File: config.mk
export PLATFORM = sky130hd
export DESIGN_NAME = mhpq_ram
export DESIGN_NICKNAME = d
export VERILOG_FILES = /design/src/rtl/core/mhpq_ram.sv
export SDC_FILE = /design/constraint.sdc
export NUM_CORES = 1
export LEC_CHECK = 0
export BUFFER_PORTS_ARGS = -buffer_cell sky130_fd_sc_hd__clkbuf_2
export CORE_ASPECT_RATIO = 1.2
export CORE_UTILIZATION = 54
export DETAILED_ROUTE_END_ITERATION = 10
export GPL_TIMING_DRIVEN = 0
export PLACE_DENSITY = 0.74
export SYNTH_ARGS = -nofsm -noshare
export SYNTH_HDL_FRONTEND = slang
export SYNTH_SLANG_ARGS = --single-unit
File: constraint.sdc
create_clock -name clk -period 2.1 [get_ports clk]
set_clock_uncertainty 0.2 [all_clocks]
set_input_delay 0.42 -clock clk [delete_from_list [all_inputs] [get_ports clk]]
set_output_delay 0.42 -clock clk [all_outputs]
set_load 0.01 [all_outputs]
File: src/rtl/core/mhpq_ram.sv
// Generic single-port RAM with registered read.
// No dependencies.
`default_nettype none
module mhpq_ram #(
  parameter int WIDTH = 8,
  parameter int DEPTH = 16
) (
  input  wire logic                     clk,
  input  wire logic                     we,
  input  wire logic [$clog2(DEPTH)-1:0] addr,
  input  wire logic [WIDTH-1:0]         wdata,
  output logic      [WIDTH-1:0]         rdata
);
  logic [WIDTH-1:0] mem [DEPTH];
  always_ff @(posedge clk) begin
    if (we) mem[addr] <= wdata;
    rdata <= mem[addr];
  end
endmodule
`default_nettype wire

# Word-level counts from Yosys, hierarchy flattened
# Memory sizes are Yosys's and may differ from the RTL's. A register that Yosys moved wholly into a read port is not among the register bits.
# Index checks and enable logic that the tools add are counted.
# classes
muxes,2
# ops
operator,n
$mux W1,2
# word_totals
ram_bits,128
register_bits,0
memories,1
out_inout_bits,8
wordCells,3
# mem_list
memory,words,width,rd,rd_clocked_by_memory_dff,write_ports,line_no,source
mem,16,8,1,1,1,14,logic [WIDTH-1:0] mem [DEPTH];

# Longest topological paths before layout
# logic_depth
ltp_word,2
ltp_mapped,5

# Least setup slack after synthesis
# OpenSTA, ideal clock, no wires.
# synth_path
kind,input port to flip-flop
start,input port addr[2]
end,"memory mem[0][0], enable pin"
stages,2
slack_ns,-0.013
required_ns,1.517
setup_time_ns,0.383
t_arrival_ns,1.530
n_path_buf,0
cell_sequence,or3b_2 > nor3_1
# synth_lines
item,line_no,source
"start, declared",10,"input wire logic [$clog2(DEPTH)-1:0] addr,"
"end, declared",14,
# No word-level cell before the write port.

# Worst setup path after layout
# layout_path
start,input port addr[1]
end,"memory mem[11][6], enable pin"
# No word-level cell before the write port.

==> results.py <==
metrics = {
    "setup_path": {
        "start_kind": "primary input",
        "worstSetupPathType": "in2reg",
        "cp_max_fo": 10,
        "cp-end-kind": "register",
        "required_ns": 2.05,
        "cp.arrival_ns": 2.08,
    },
    "pwr": {
        "seq_power_share": 0.489,
        "leakage_nw": 1.94,
        "p_per_area_nw_per_um2": 1060,
        "p_clk_frac": 0.465,
        "ir_drop_v": 0.000536,
        "total_power_mw": 6.25,
        "p_comb_frac": 0.046,
        "internal_power_mw": 5.04,
        "swShare": 0.194,
        "p_sw_mw": 1.21,
    },
    "clocking": {
        "cts_resized": 0,
        "cts_hold_buf": 0,
        "cts_tree": "built",
        "cts_buffers": 17,
        "htree_levels": 4,
        "clkTransAtPathRegs_ns": 0.06,
        "post-cts-setup-buffers": 0,
        "cts.sinks": 136,
        "clk_latency_ns": 0.53,
        "cts-root-buf": "clkbuf_8",
        "clock_path_buffers": 2,
    },
    "placed_design": {
        "portBuffers": 19,
        "placed_area_um2": 5320,
        "gp_congestion": 0.697,
        "dp_hpwl_um": 5870,
    },
    "timing": {
        "final_hold_viol_count": 0,
        "final.setup.tns_ns": -0.209,
        "fin_hold_ws_ns": 0.151,
        "rsz0062_at_grt": "yes",
        "fin_ws_ns": -0.0270,
        "period_needed_ns": 2.13,
        "max_freq_mhz": 470,
        "slew_headroom": 0.144,
        "finalSetupViolCount": 8,
        "drv_slew": 0,
        "timing.final.crit_share": 1.01,
        "worst_slew_pin_slew_ns": 1.27,
    },
    "detailed_routing": {
        "wl_um": 9860,
        "wire_per_inst_um": 24.6,
        "dr_total_vias": 2370,
        "firstDrtPassIters": 4,
        "ant_nets": 0,
        "vias_per_cell": 5.91,
        "drtIter0Drc": 315,
        "drc": 0,
    },
    "cells_and_area": {
        "n_fill_cell": 557,
        "fin_util": 0.651,
        "drive_gt1_frac": 0.327,
        "n_antenna_cell": 0,
        "final_area_um2": 5920,
        "synthToLayoutAreaGrowth_pct": 16.7,
        "fin_nets": 282,
    },
    "die": {
        "io_pins": 22,
        "rows": 38,
        "die_w_um": 90.4,
        "start_util": 0.558,
        "coreArea_um2": 9080,
        "die-area_um2": 9780,
        "die_h_um": 108,
    },
    "global_routing": {
        "grt_pass1_vias": 2486,
        "gr-total-overflow": 0,
        "grt_first_pass_wirelength_um": 14800,
        "gr-usage-all-layers": 0.224,
        "grt_antenna_before_repair": 0,
        "grt_max_degree": 17,
    },
    "synthesis": {
        "synth_area_per_cell_um2": 22.0,
        "synth_top_cell_by_area": "edfxtp_1",
        "yosys-top-cells-area": "edfxtp_1, mux4_2, dfxtp_1",
        "synth.top_cell.area_share": 0.759,
        "syn-instance-count": 230,
        "synth_nets": 244,
        "ys_warn_count": 0,
        "ys_types": 18,
        "ys_seq_elements": 136,
        "yosysSeqAreaShare": 0.790,
        "netlist_area_um2": 5070,
    },
    "worst_hold_path": {
        "hp-class": "in2reg",
    },
    "job": {
        "maxCapViolCount": 0,
    },
    "run_status": {
        "violations": "negative setup slack",
        "status": "complete, but fails checks",
    },
}
-- layout by cell type, fill, tap and decap left out, types with 4 or more instances in the layout --
master,synthesis,final
a22oi_1,16,16
buf_1,4,4
clkbuf_1,2,4
clkbuf_16,0,16
clkbuf_2,1,20
clkbuf_8,0,4
clkinv_2,0,7
dfxtp_1,8,8
edfxtp_1,128,128
mux4_2,32,32
nand2_1,9,9
nor2_1,13,9
nor2_2,0,4
-- metal layers --
layer | track usage | vias up | routed length (µm)
li1 | - | 1040 | -
met1 | 0.272 | 1224 | 3750
met2 | 0.379 | 91 | 5310
met3 | 0.0577 | 15 | 577
met4 | 0.107 | 0 | 219
met5 | 0 | - | 0
-- critical path: stages --
cell and delay [ns]:
buf_2 0.24, buf_1 0.47, nand2_1 0.26, nor2_1 0.69
-- power groups by stage --
| stage | combinational (mW) | clock (mW) | sequential (mW) |
|---|---|---|---|
| after floorplan | 0.157 | 0 | 3.11 |
| after global placement | 0.279 | 0 | 3.10 |
| after detailed placement | 0.287 | 0 | 3.11 |
| after CTS | 0.292 | 2.93 | 3.06 |
| after global routing | 0.312 | 3.04 | 3.06 |
| final | 0.289 | 2.91 | 3.05 |
-- final timing paths --
| kind | depth (start not counted) | startpoint | slack (ns) | end |
|---|---|---|---|---|
| max | 4 | addr[1] | -0.03 | mem[11][6]$_DFFE_PP_ |
| min | 1 | wdata[0] | 0.15 | mem[6][0]$_DFFE_PP_ |
| max reg2reg | 3 | mem[7][2]$_DFFE_PP_ | 0.43 | rdata[2]$_DFF_P_ |
| min reg2reg | 3 | mem[10][6]$_DFFE_PP_ | 0.48 | rdata[6]$_DFF_P_ |
-- logic make-up (layout without fill, tap and decap cells) --
| family | after synthesis | in the layout | synth area share |
|---|---|---|---|
| compound gates | 16 | 16 | 0.0237 |
| buf+inv | 11 | 62 | 0.0119 |
| simple gates | 35 | 35 | 0.0321 |
| mux | 32 | 32 | 0.142 |
| flops | 136 | 136 | 0.790 |
-- Yosys cell counts --
master,number
or3b_2,1
and2_1,1
a22oi_1,16
nor2_1,13
buf_2,2
mux4_2,32
clkbuf_2,1
dfxtp_1,8
nand2_1,9
nor3_1,4
nand3b_1,2
buf_6,2
clkbuf_1,2
nor2b_1,2
nand3_1,1
edfxtp_1,128
buf_1,4
nand2b_1,2
-- state kept, by name, indices dropped and copies added (netlist names) --
name,count
rdata,8
mem,128
-- stage by stage --
step	std cells	setup WS (ns)
final	401	-0.0270
after global routing	401	-0.156
after CTS	401	-0.0149
after detailed placement	369	-0.594
after global placement	369	-0.495
after floorplan	230	0.0419
-- final cells by class --
type / instances / area [µm²] / area share
Multi-Input combinational cell: 83 / 1020 / 0.172
Clock buffer: 22 / 463 / 0.0783
Buffer: 11 / 60.1 / 0.0102
Tap cell: 120 / 150 / 0.0254
Timing Repair Buffer: 19 / 95.1 / 0.0161
Clock inverter: 10 / 125 / 0.0212
Sequential cell: 136 / 4000 / 0.677
(Power assumes the default switching activity.)
